`src/hw/rtl/ffba_pkg.sv`:
```
// ffba_pkg: sizes, field widths, operation and status codes of the
// first-fit block allocator. No dependencies.
package ffba_pkg;

  localparam int CELLS       = 128;
  localparam int HANDLE_BITS = 15;

  localparam int ADDR_W = (CELLS > 1) ? $clog2(CELLS) : 1;
  localparam int CNT_W  = $clog2(CELLS + 1);

  localparam int FUNC_W   = 2;
  localparam int LEN_W    = 8;
  localparam int EH_W     = 16;
  localparam int STATUS_W = 2;
  localparam int GH_W     = 15;
  localparam int CFG_W    = 8;

  localparam int IN_TDATA_W  = 32;
  localparam int OUT_TDATA_W = 24;

  localparam logic [HANDLE_BITS-1:0] HANDLE_MAX = '1;

  localparam logic [FUNC_W-1:0] FUNC_ALLOC  = 2'd0;
  localparam logic [FUNC_W-1:0] FUNC_ERASE  = 2'd1;
  localparam logic [FUNC_W-1:0] FUNC_DEFRAG = 2'd2;

  localparam logic [STATUS_W-1:0] ST_OK      = 2'd0;
  localparam logic [STATUS_W-1:0] ST_NULL    = 2'd1;
  localparam logic [STATUS_W-1:0] ST_ILLEGAL = 2'd2;

  localparam logic [CFG_W-1:0] MEM_SIZE_RST = 8'd128;

endpackage

```
`src/hw/rtl/first_fit_block_allocator.sv`:
```
// first_fit_block_allocator: first-fit cell allocator over a 1r1w cell memory, uses ffba_pkg
// alloc: scan, then fill one cell a cycle, then the result beat; a null beat when no
// run fits, or up front; erase: back to idle, or an illegal beat; defragment: compaction
// pass, then tail clear
// throughput: one item at a time, the pass over the cell memory sets the rate; a result
// waits in an output register while the next item is taken; reset (rst_n low, sync):
// all cells free via per-cell valid bits, handle counter 1, mem_size 128, no clearing pass
module first_fit_block_allocator (
  input  logic                           clk,
  input  logic                           rst_n,
  // input beat
  input  logic                           in_tvalid,
  output logic                           in_tready,
  // func [1:0], req_len [9:2], erase_handle [25:10], zero pad [31:26]
  input  logic [ffba_pkg::IN_TDATA_W-1:0]  in_tdata,
  // result beat
  output logic                           out_tvalid,
  input  logic                           out_tready,
  // status [1:0], given_handle [16:2], zero pad [23:17]
  output logic [ffba_pkg::OUT_TDATA_W-1:0] out_tdata,
  // mem_size register write
  input  logic                           cfg_valid,
  output logic                           cfg_ready,
  input  logic [ffba_pkg::CFG_W-1:0]       cfg_data
);

  localparam int AW = ffba_pkg::ADDR_W;
  localparam int CW = ffba_pkg::CNT_W;
  localparam int HB = ffba_pkg::HANDLE_BITS;

  typedef enum logic [2:0] {
    S_IDLE, S_SCAN_A, S_FILL, S_SCAN_E, S_SCAN_D, S_CLEAR, S_REPLY
  } state_t;

  // cell store: one write and one registered read per cycle
  logic [HB-1:0] mem [ffba_pkg::CELLS];
  logic [HB-1:0] rd_q;

  state_t                         state_r, state_nxt;
  logic [ffba_pkg::CFG_W-1:0]     mem_size_r, mem_size_nxt;
  logic [HB-1:0]                  next_handle_r, next_handle_nxt;
  logic [ffba_pkg::LEN_W-1:0]     len_r, len_nxt;
  logic [ffba_pkg::EH_W-1:0]      eh_r, eh_nxt;
  logic [CW-1:0]                  issue_r, issue_nxt;
  logic                           pv_r, pv_nxt;
  logic [AW-1:0]                  pidx_r, pidx_nxt;
  logic [CW-1:0]                  run_r, run_nxt;
  logic                           found_r, found_nxt;
  logic [AW-1:0]                  fill_r, fill_nxt;
  logic [AW-1:0]                  end_r, end_nxt;
  logic [CW-1:0]                  w_r, w_nxt;
  logic [ffba_pkg::STATUS_W-1:0]  rs_status_r, rs_status_nxt;
  logic [ffba_pkg::GH_W-1:0]      rs_handle_r, rs_handle_nxt;
  logic                           out_valid_r, out_valid_nxt;
  logic [ffba_pkg::STATUS_W-1:0]  out_status_r, out_status_nxt;
  logic [ffba_pkg::GH_W-1:0]      out_handle_r, out_handle_nxt;
  logic [ffba_pkg::CELLS-1:0]     cell_vld_r, cell_vld_nxt;
  logic                           rd_vld_r, rd_vld_nxt;

  // memory port controls
  logic          we;
  logic [AW-1:0] wa;
  logic [HB-1:0] wd;
  logic [AW-1:0] rd_addr;

  logic [CW-1:0]                 n_act;
  logic [HB-1:0]                 cur_owner;
  logic                          scan_end;
  logic                          in_acc;
  logic [ffba_pkg::FUNC_W-1:0]   in_func;
  logic [ffba_pkg::LEN_W-1:0]    in_len;
  logic [ffba_pkg::EH_W-1:0]     in_eh;

  assign in_func = in_tdata[1:0];
  assign in_len  = in_tdata[9:2];
  assign in_eh   = in_tdata[25:10];

  assign in_tready  = (state_r == S_IDLE);
  assign in_acc     = in_tvalid && in_tready;
  assign cfg_ready  = 1'b1;
  assign out_tvalid = out_valid_r;
  assign out_tdata  = ffba_pkg::OUT_TDATA_W'({out_handle_r, out_status_r});

  // active cell count saturates at the built size
  always_comb begin
    if (32'(mem_size_r) > ffba_pkg::CELLS) begin
      n_act = CW'(ffba_pkg::CELLS);
    end else begin
      n_act = CW'(mem_size_r);
    end
  end

  // a cell never written reads as free
  assign cur_owner = rd_vld_r ? rd_q : '0;
  assign rd_addr   = issue_r[AW-1:0];
  assign scan_end  = (issue_r == n_act) && !pv_r;

  always_comb begin
    state_nxt       = state_r;
    mem_size_nxt    = mem_size_r;
    next_handle_nxt = next_handle_r;
    len_nxt         = len_r;
    eh_nxt          = eh_r;
    issue_nxt       = issue_r;
    pv_nxt          = 1'b0;
    pidx_nxt        = pidx_r;
    run_nxt         = run_r;
    found_nxt       = found_r;
    fill_nxt        = fill_r;
    end_nxt         = end_r;
    w_nxt           = w_r;
    rs_status_nxt   = rs_status_r;
    rs_handle_nxt   = rs_handle_r;
    out_valid_nxt   = out_valid_r;
    out_status_nxt  = out_status_r;
    out_handle_nxt  = out_handle_r;
    we              = 1'b0;
    wa              = '0;
    wd              = '0;

    if (cfg_valid && cfg_ready) begin
      mem_size_nxt = cfg_data;
    end

    // result register drains independently of the sequencer
    if (out_valid_r && out_tready) begin
      out_valid_nxt = 1'b0;
    end

    // read issue, shared by all scan passes
    if (state_r == S_SCAN_A || state_r == S_SCAN_E || state_r == S_SCAN_D) begin
      if (issue_r < n_act) begin
        issue_nxt = issue_r + 1'b1;
        pv_nxt    = 1'b1;
        pidx_nxt  = issue_r[AW-1:0];
      end
    end

    case (state_r)
      S_IDLE: begin
        if (in_acc) begin
          issue_nxt     = '0;
          run_nxt       = '0;
          found_nxt     = 1'b0;
          w_nxt         = '0;
          len_nxt       = in_len;
          eh_nxt        = in_eh;
          rs_handle_nxt = '0;
          case (in_func)
            ffba_pkg::FUNC_ALLOC: begin
              if (in_len == '0 || next_handle_r >= ffba_pkg::HANDLE_MAX) begin
                rs_status_nxt = ffba_pkg::ST_NULL;
                state_nxt     = S_REPLY;
              end else begin
                state_nxt = S_SCAN_A;
              end
            end
            ffba_pkg::FUNC_ERASE: begin
              // zero or negative handle is rejected up front
              if (in_eh == '0 || in_eh[ffba_pkg::EH_W-1]) begin
                rs_status_nxt = ffba_pkg::ST_ILLEGAL;
                state_nxt     = S_REPLY;
              end else begin
                state_nxt = S_SCAN_E;
              end
            end
            ffba_pkg::FUNC_DEFRAG: begin
              state_nxt = S_SCAN_D;
            end
            default: begin
              state_nxt = S_IDLE;
            end
          endcase
        end
      end

      S_SCAN_A: begin
        if (pv_r) begin
          if (cur_owner == '0) begin
            if (32'(run_r) + 1 == 32'(len_r)) begin
              // run ends at this cell, starts run_r cells earlier
              fill_nxt  = pidx_r - AW'(run_r);
              end_nxt   = pidx_r;
              state_nxt = S_FILL;
            end else begin
              run_nxt = run_r + 1'b1;
            end
          end else begin
            run_nxt = '0;
          end
        end else if (scan_end) begin
          rs_status_nxt = ffba_pkg::ST_NULL;
          state_nxt     = S_REPLY;
        end
      end

      S_FILL: begin
        we = 1'b1;
        wa = fill_r;
        wd = next_handle_r;
        if (fill_r == end_r) begin
          next_handle_nxt = next_handle_r + 1'b1;
          rs_status_nxt   = ffba_pkg::ST_OK;
          rs_handle_nxt   = ffba_pkg::GH_W'(next_handle_r);
          state_nxt       = S_REPLY;
        end else begin
          fill_nxt = fill_r + 1'b1;
        end
      end

      S_SCAN_E: begin
        // the write goes behind the read pointer, no overlap
        if (pv_r && (32'(cur_owner) == 32'(eh_r))) begin
          we        = 1'b1;
          wa        = pidx_r;
          wd        = '0;
          found_nxt = 1'b1;
        end
        if (scan_end) begin
          if (found_r) begin
            state_nxt = S_IDLE;
          end else begin
            rs_status_nxt = ffba_pkg::ST_ILLEGAL;
            state_nxt     = S_REPLY;
          end
        end
      end

      S_SCAN_D: begin
        // compaction write pointer never passes the read pointer
        if (pv_r && cur_owner != '0) begin
          we    = 1'b1;
          wa    = w_r[AW-1:0];
          wd    = cur_owner;
          w_nxt = w_r + 1'b1;
        end
        if (scan_end) begin
          state_nxt = S_CLEAR;
        end
      end

      S_CLEAR: begin
        if (w_r < n_act) begin
          we    = 1'b1;
          wa    = w_r[AW-1:0];
          wd    = '0;
          w_nxt = w_r + 1'b1;
        end else begin
          state_nxt = S_IDLE;
        end
      end

      S_REPLY: begin
        if (!out_valid_r || out_tready) begin
          out_valid_nxt  = 1'b1;
          out_status_nxt = rs_status_r;
          out_handle_nxt = rs_handle_r;
          state_nxt      = S_IDLE;
        end
      end

      default: begin
        state_nxt = S_IDLE;
      end
    endcase
  end

  always_comb begin
    cell_vld_nxt = cell_vld_r;
    if (we) begin
      cell_vld_nxt[wa] = 1'b1;
    end
    rd_vld_nxt = cell_vld_r[rd_addr];
  end

  always_ff @(posedge clk) begin
    if (we) begin
      mem[wa] <= wd;
    end
    rd_q <= mem[rd_addr];
  end

  always_ff @(posedge clk) begin
    if (!rst_n) begin
      state_r       <= S_IDLE;
      mem_size_r    <= ffba_pkg::MEM_SIZE_RST;
      next_handle_r <= HB'(1);
      issue_r       <= '0;
      pv_r          <= 1'b0;
      run_r         <= '0;
      found_r       <= 1'b0;
      w_r           <= '0;
      out_valid_r   <= 1'b0;
      cell_vld_r    <= '0;
      rd_vld_r      <= 1'b0;
    end else begin
      state_r       <= state_nxt;
      mem_size_r    <= mem_size_nxt;
      next_handle_r <= next_handle_nxt;
      issue_r       <= issue_nxt;
      pv_r          <= pv_nxt;
      run_r         <= run_nxt;
      found_r       <= found_nxt;
      w_r           <= w_nxt;
      out_valid_r   <= out_valid_nxt;
      cell_vld_r    <= cell_vld_nxt;
      rd_vld_r      <= rd_vld_nxt;
    end
  end

  // payload registers
  always_ff @(posedge clk) begin
    len_r        <= len_nxt;
    eh_r         <= eh_nxt;
    pidx_r       <= pidx_nxt;
    fill_r       <= fill_nxt;
    end_r        <= end_nxt;
    rs_status_r  <= rs_status_nxt;
    rs_handle_r  <= rs_handle_nxt;
    out_status_r <= out_status_nxt;
    out_handle_r <= out_handle_nxt;
  end

endmodule

```
`config.mk`:
```
export PLATFORM = sky130hd
export DESIGN_NAME = first_fit_block_allocator
export DESIGN_NICKNAME = d
export VERILOG_FILES = /design/src/hw/rtl/ffba_pkg.sv /design/src/hw/rtl/first_fit_block_allocator.sv
export SDC_FILE = /design/constraint.sdc
export NUM_CORES = 2
export LEC_CHECK = 0
export BUFFER_PORTS_ARGS = -buffer_cell sky130_fd_sc_hd__buf_4
export CORE_MARGIN = 2
export CORE_UTILIZATION = 63
export DETAILED_ROUTE_END_ITERATION = 10
export GPL_ROUTABILITY_DRIVEN = 0
export GPL_TIMING_DRIVEN = 0
export MAX_ROUTING_LAYER = met4
export PLACE_DENSITY_LB_ADDON = 0.15
export SKIP_LAST_GASP = 1
export SLEW_MARGIN = 30
export SYNTH_ARGS = -nofsm -noshare
export SYNTH_HDL_FRONTEND = slang
export SYNTH_SLANG_ARGS = --single-unit
```
`constraint.sdc`:
```
create_clock -name clk -period 4.9 [get_ports clk]
set_input_delay 0.245 -clock clk [delete_from_list [all_inputs] [get_ports clk]]
set_output_delay 0.245 -clock clk [all_outputs]
set_load 0.02 [all_outputs]
```
Word level (Yosys, flattened, before mapping):

Memories as Yosys holds them, arrays and structs flattened. A register that Yosys moved wholly into a read port is not among the register bits.
Cells that the tools add are included.

* add/subtract/negate cells: 7
* equal/unequal tests: 35
* reduce and logical (&&, ||, !) cells: 38
* mux-type cells: 70
* magnitude comparators: 7
* bitwise gates (word level): 1

Operators with widths (number)
* $or 128x128->128: 1
* $mux 8: 11
* $mux 15: 4
* $pmux 15 s2: 2
* $mux 7: 7
* $mux 3: 13
* $pmux 7 s4: 1
* $add 8x1->8 const B: 3
* $pmux 8 s3: 1
* $ne 2x2->1 const B: 11
* $pmux 3 s7: 1
* $eq 15x16->1: 1
* $logic_not 16->1: 1
* $lt 7x8->1 const B: 2
* $lt 8x8->1: 2
* $mux 2: 8
* $pmux 8 s2: 1
* $add 15x1->15 const B: 1
* $ge 15x15->1 const B: 1
* $logic_not 15->1: 1
* $reduce_bool 15->1: 1
* $pmux 7 s2: 1
* $mux 1: 13
* $ne 3x3->1 const B: 4
* 38 further kinds: 66

* output and inout bits: 27
* memory bits (writable): 1920
* word-level logic and storage cells: 179
* register bits: 261
* memories: 1
* input bits: 45

Memories
* mem: words 128, bits a word 15, rd ports 1, clocked after Yosys merged registers in 1, write ports 1, RTL line first_fit_block_allocator.sv:36 `logic [HB-1:0] mem [ffba_pkg::CELLS];`

Longest topological paths before layout:

* word-level depth: 10
* gate-level depth with buffers: 13
* mapped depth without buffers: 10

Least setup slack after synthesis:

No wires, ideal clock.

* kind: flip-flop to flip-flop
* start: register mem_size_r[7] in the netlist's numbering
* end: memory mem[22][0] in the netlist's numbering (enable)
* setup time: 0.426 ns
* stages on the path, launching flop included: 12
* arrival time: 4.030 ns
* setup slack: 0.445 ns
* clock period less this slack: 4.455 ns
* cell sequence: dfxtp_1 > clkinv_1 > nand2_1 > ha_1 > and2_1 > a211oi_1 > o21ai_1 > a21oi_2 > buf_6 > a221o_1 > nand2_4 > nor4_1

* longest elaborated chain between the ends: 7
* elaborated cells between the ends (all ways): 9
* classes of those cells: 2 x order compare; 7 x mux

Ends and longest elaborated chain
* start: declaration: RTL line first_fit_block_allocator.sv:40 `logic [ffba_pkg::CFG_W-1:0] mem_size_r, mem_size_nxt;`
* start signal: assignment: RTL line first_fit_block_allocator.sv:286 `mem_size_r <= ffba_pkg::MEM_SIZE_RST;`
* start signal: assignment: RTL line first_fit_block_allocator.sv:298 `mem_size_r <= mem_size_nxt;`
* $gt 8x8->1: RTL line first_fit_block_allocator.sv:86 `if (32'(mem_size_r) > ffba_pkg::CELLS) begin`
* $mux 8 *: RTL line first_fit_block_allocator.sv:86
* $lt 8x8->1 *: RTL line first_fit_block_allocator.sv:243 `if (w_r < n_act) begin`
* $mux 1: RTL line first_fit_block_allocator.sv:243
* $pmux 1 s4: RTL line first_fit_block_allocator.sv:139 `case (state_r)`
* $mux 1: RTL line first_fit_block_allocator.sv:277 `if (we) begin`
* $mux 1 (not written as such): RTL line first_fit_block_allocator.sv:278 `mem[wa] <= wd;`
* end: declaration: RTL line first_fit_block_allocator.sv:36

Every way passes the cells marked *; elsewhere a longest branch is shown, timed or not.

==> impl_table.tex <==
\begin{tabular}{lr}
\hline
Metric & Value \\
\hline
\multicolumn{2}{l}{\textbf{Logic synthesis}} \\
\quad Number of instances in the synthesized netlist & 4104 \\
\quad Synthesized area & 0.0862 mm\^{}2 \\
\quad Async set-or-reset flop fraction in the synthesized netlist & 0 \\
\quad Ys Warns & 0 \\
\quad Number of enable-type register cells in the synthesized netlist & 1999 \\
\quad Synth unique cells & 78 \\
\quad Prevailing post-synth register cell & sky130\_fd\_sc\_hd\_\_edfxtp\_1 \\
\quad Proportion of synthesized chip area in sequential cells & 0.743 \\
\quad Avg Synthesized Cell Area & 21.0 um\^{}2 \\
\quad Yosys reg bits & 2196 \\
\multicolumn{2}{l}{\textbf{STA}} \\
\quad Total Negative Setup Slacks & -0.572 ns \\
\quad Fmax & 0.200 GHz \\
\quad Final period utilization & 1.02 \\
\quad Layout Skew & 0.0438 ns \\
\quad Fin Hold WS & 0.111 ns \\
\quad Max\_slew headroom & 0.250 \\
\quad Max Transition Viols Final & 0 \\
\quad Post-layout min period & 4.99 ns \\
\quad Number of hold violations in the final report & 0 \\
\quad Setup repair after global routing missed its margin & false \\
\quad Worst Tran Pin Value & 1.12 ns \\
\quad Fin worst setup slack & -0.0934 ns \\
\quad Final setup viols & 9 \\
\multicolumn{2}{l}{\textbf{Setup path}} \\
\quad CP delay by family, top & buffers and inverters \\
\quad CP Data Required Time & 5.62 ns \\
\quad Startpoint of the most critical setup path & issue\_r[1] \\
\quad Ordered cell list for the critical path & clkbuf\_1 -> clkbuf\_1 -> clkbuf\_1 -> mux4\_2 -> mux4\_2 -> mux4\_2 -> mux2\_2 \\
\quad Crit path buf inv count & 3 \\
\quad Type of destination of the critical path & flip-flop \\
\quad Kind of start point of the critical path & flip-flop \\
\quad Slowest cell on crit path & sky130\_fd\_sc\_hd\_\_clkbuf\_1 \\
\quad Delay of the slowest critical-path stage & 0.86 ns \\
\quad Worst endpoint data arrival time & 5.72 ns \\
\quad Category of the most critical setup path & flip-flop to flip-flop \\
\quad Peak fanout along the critical path & 10 \\
\quad Reg2Reg Launch Point & issue\_r[1] \\
\quad Worst setup slack for register-to-register paths & -0.09 ns \\
\multicolumn{2}{l}{\textbf{Drt}} \\
\quad Average routed wire per standard cell & 35.9 um \\
\quad Drt total wl & 236 mm \\
\quad Remaining routing DRC violations & 0 \\
\quad Iteration-0 DRC Markers & 7165 \\
\quad Vias per std cell & 7.02 \\
\quad Residual antenna-violating net count after detailed routing & 0 \\
\quad Number of search-and-repair iterations in the first detailed-routing pass & 6 \\
\quad Routed vias & 46200 \\
\multicolumn{2}{l}{\textbf{Placed design}} \\
\quad PortBufs & 55 \\
\quad Total placed instance area & 0.0915 mm\^{}2 \\
\quad Detailed-placement wirelength estimate & 156 mm \\
\multicolumn{2}{l}{\textbf{Clock network}} \\
\quad Latest clock arrival within the worst-skew pair & 0.88 ns \\
\quad Number of H-tree levels & 4 \\
\quad Clock buffer count from CTS & 210 \\
\quad Count of clock tree sinks & 2196 \\
\quad Clk Tree Root Cell & sky130\_fd\_sc\_hd\_\_clkbuf\_16 \\
\quad Clock-pin slew on the worst setup and hold paths & 0.06 ns \\
\quad Clock tree from TritonCTS & built \\
\quad Bufs on Longest Clock Path & 3 \\
\multicolumn{2}{l}{\textbf{Layout}} \\
\quad Commonest cells after routing, fill and taps aside & 1999 x sky130\_fd\_sc\_hd\_\_edfxtp\_1, 672 x sky130\_fd\_sc\_hd\_\_mux4\_2, 212 x sky130\_fd\_sc\_hd\_\_clkbuf\_16 \\
\quad Layout Utilization & 0.731 \\
\quad Final design area excluding fillers & 0.0992 mm\^{}2 \\
\quad Most common library cell in the layout ignoring fill and taps & sky130\_fd\_sc\_hd\_\_edfxtp\_1 \\
\quad Layout-stage area growth over the synthesis result & 15.2\% \\
\quad Net count reported at finish & 4681 \\
\quad Share of final-layout standard cells stronger than drive strength 1 & 0.322 \\
\multicolumn{2}{l}{\textbf{Floorplanning}} \\
\quad Y dimension of the die & 374 um \\
\quad I/O pin count & 72 \\
\quad Die Wd & 374 um \\
\quad Site row count & 135 \\
\quad Starting utilization of the core area & 0.635 \\
\quad Die Outline Area & 0.140 mm\^{}2 \\
\quad Placeable core region & 0.136 mm\^{}2 \\
\multicolumn{2}{l}{\textbf{Global route}} \\
\quad Total track usage & 0.354 \\
\quad Via count of the first global-routing pass & 45700 \\
\quad Wire length of the first global-routing pass & 335 mm \\
\quad Global route total overflow & 0 \\
\quad Largest net degree at the start of global routing & 71 \\
\quad Initial antenna violation count & 10 \\
\multicolumn{2}{l}{\textbf{Pwr}} \\
\quad Power per standard cell area & 441 mW/mm\^{}2 \\
\quad Max VDD drop & 0.000337 V \\
\quad Leakage Power & 0.0263 uW \\
\multicolumn{2}{l}{\textbf{Min path}} \\
\quad Hold crit path type & input pin to flip-flop \\
\quad Startpoint of the tightest hold check path & rst\_n \\
\multicolumn{2}{l}{\textbf{Run status}} \\
\quad Violations in the final reports & negative setup slack \\
\quad Run status & finished with violations \\
\multicolumn{2}{l}{\textbf{Run}} \\
\quad Max-capacitance violation count & 0 \\
\hline
\end{tabular}
-- cell usage after synthesis, drive strengths merged (21+ instances only) --
cell	n	area, um^2
edfxtp	1999	60000
inv	25	93.8
nand2	192	733
mux4	672	15100
xnor2	40	350
clkbuf	148	556
xor2	22	193
o31ai	52	390
a21oi	34	174
nand4	28	205
nand3	30	155
dfxtp	197	3940
nor2	149	559
a21o	21	158
ha	26	325
and2	26	163
o21ai	96	480
nor3	64	330
buf	105	528
-- through the flow --
stage / total power, uW / cells / setup slack, ns
global route: 44700 / 6580 / 0.00468
global placement: 27400 / 5946 / -1.85
floorplan: 25400 / 4110 / 0.445
detailed placement: 27700 / 6125 / -0.328
finish: 43700 / 6584 / -0.0934
CTS: 43700 / 6570 / 0.000885
-- repair_timing --
| action | CTS | global route |
|---|---|---|
| pin swaps | 1 | 5 |
| endpoints found under the hold margin | 50 | 0 |
| gates resized for setup | 22 | 24 |
| hold buffers | 45 | 0 |
| endpoints found under the setup margin | 566 | 734 |
| setup buffers | 3 | 5 |
-- worst reg2reg max path, delay by kind of cell, from the launching register on --
family | cells | cell delay (ns)
buffers and inverters | 3 | 2.43
multiplexers | 4 | 2.01
flip-flops | 1 | 0.43
-- state kept, by name, summed over array words and instances (netlist names), 8 cells and up --
name	cells
cell_vld_r	128
eh_r	16
issue_r	8
len_r	8
mem	1920
mem_size_r	8
next_handle_r	15
out_handle_r	15
rd_q	15
rs_handle_r	15
run_r	8
w_r	8
-- worst paths after layout --
kind | endpoint | depth (start not counted)
setup / recovery | rd_q[4] | 7
hold reg to reg | out_handle_r[5] | 0
setup reg to reg | rd_q[4] | 7
hold / removal | w_r[7] | 3
-- metal layers --
metal | share of wire | GRT usage | up-vias
li1 | - | - | 18200
met1 | 0.35 | 0.463 | 24000
met2 | 0.47 | 0.531 | 3441
met4 | 0.055 | 0.160 | 0
met3 | 0.12 | 0.0924 | 581
met5 | 0 | - | -
-- cell families after synthesis --
logic type               Yosys count  share of synthesized area
multiplexers                     704                      0.180
AND/OR/NAND/NOR                  548                     0.0301
XOR/XNOR                          62                    0.00630
AO/OA/AOI/OAI                    286                     0.0236
flip-flops                      2196                      0.743
other                              2                  0.0000872
buffers and inverters            279                     0.0137
adder cells (fa/ha/maj)           27                    0.00401
-- power by group --
group	internal [uW]	switching (uW)
clock network	8960	7180
logic	2330	4000
registers	20900	348
-- layout make-up --
class | count | area [um^2]
sequential | 2196 | 64000
fill | 7435 | 36400
multi-input combinational | 1635 | 22000
clock buffer | 252 | 5520
timing repair buffer | 287 | 2970
tap | 1781 | 2230
clock inverter | 145 | 1310
buffer | 253 | 1140
inverter | 26 | 97.6
antenna | 9 | 22.5
Power figures use the tool's default switching activity.
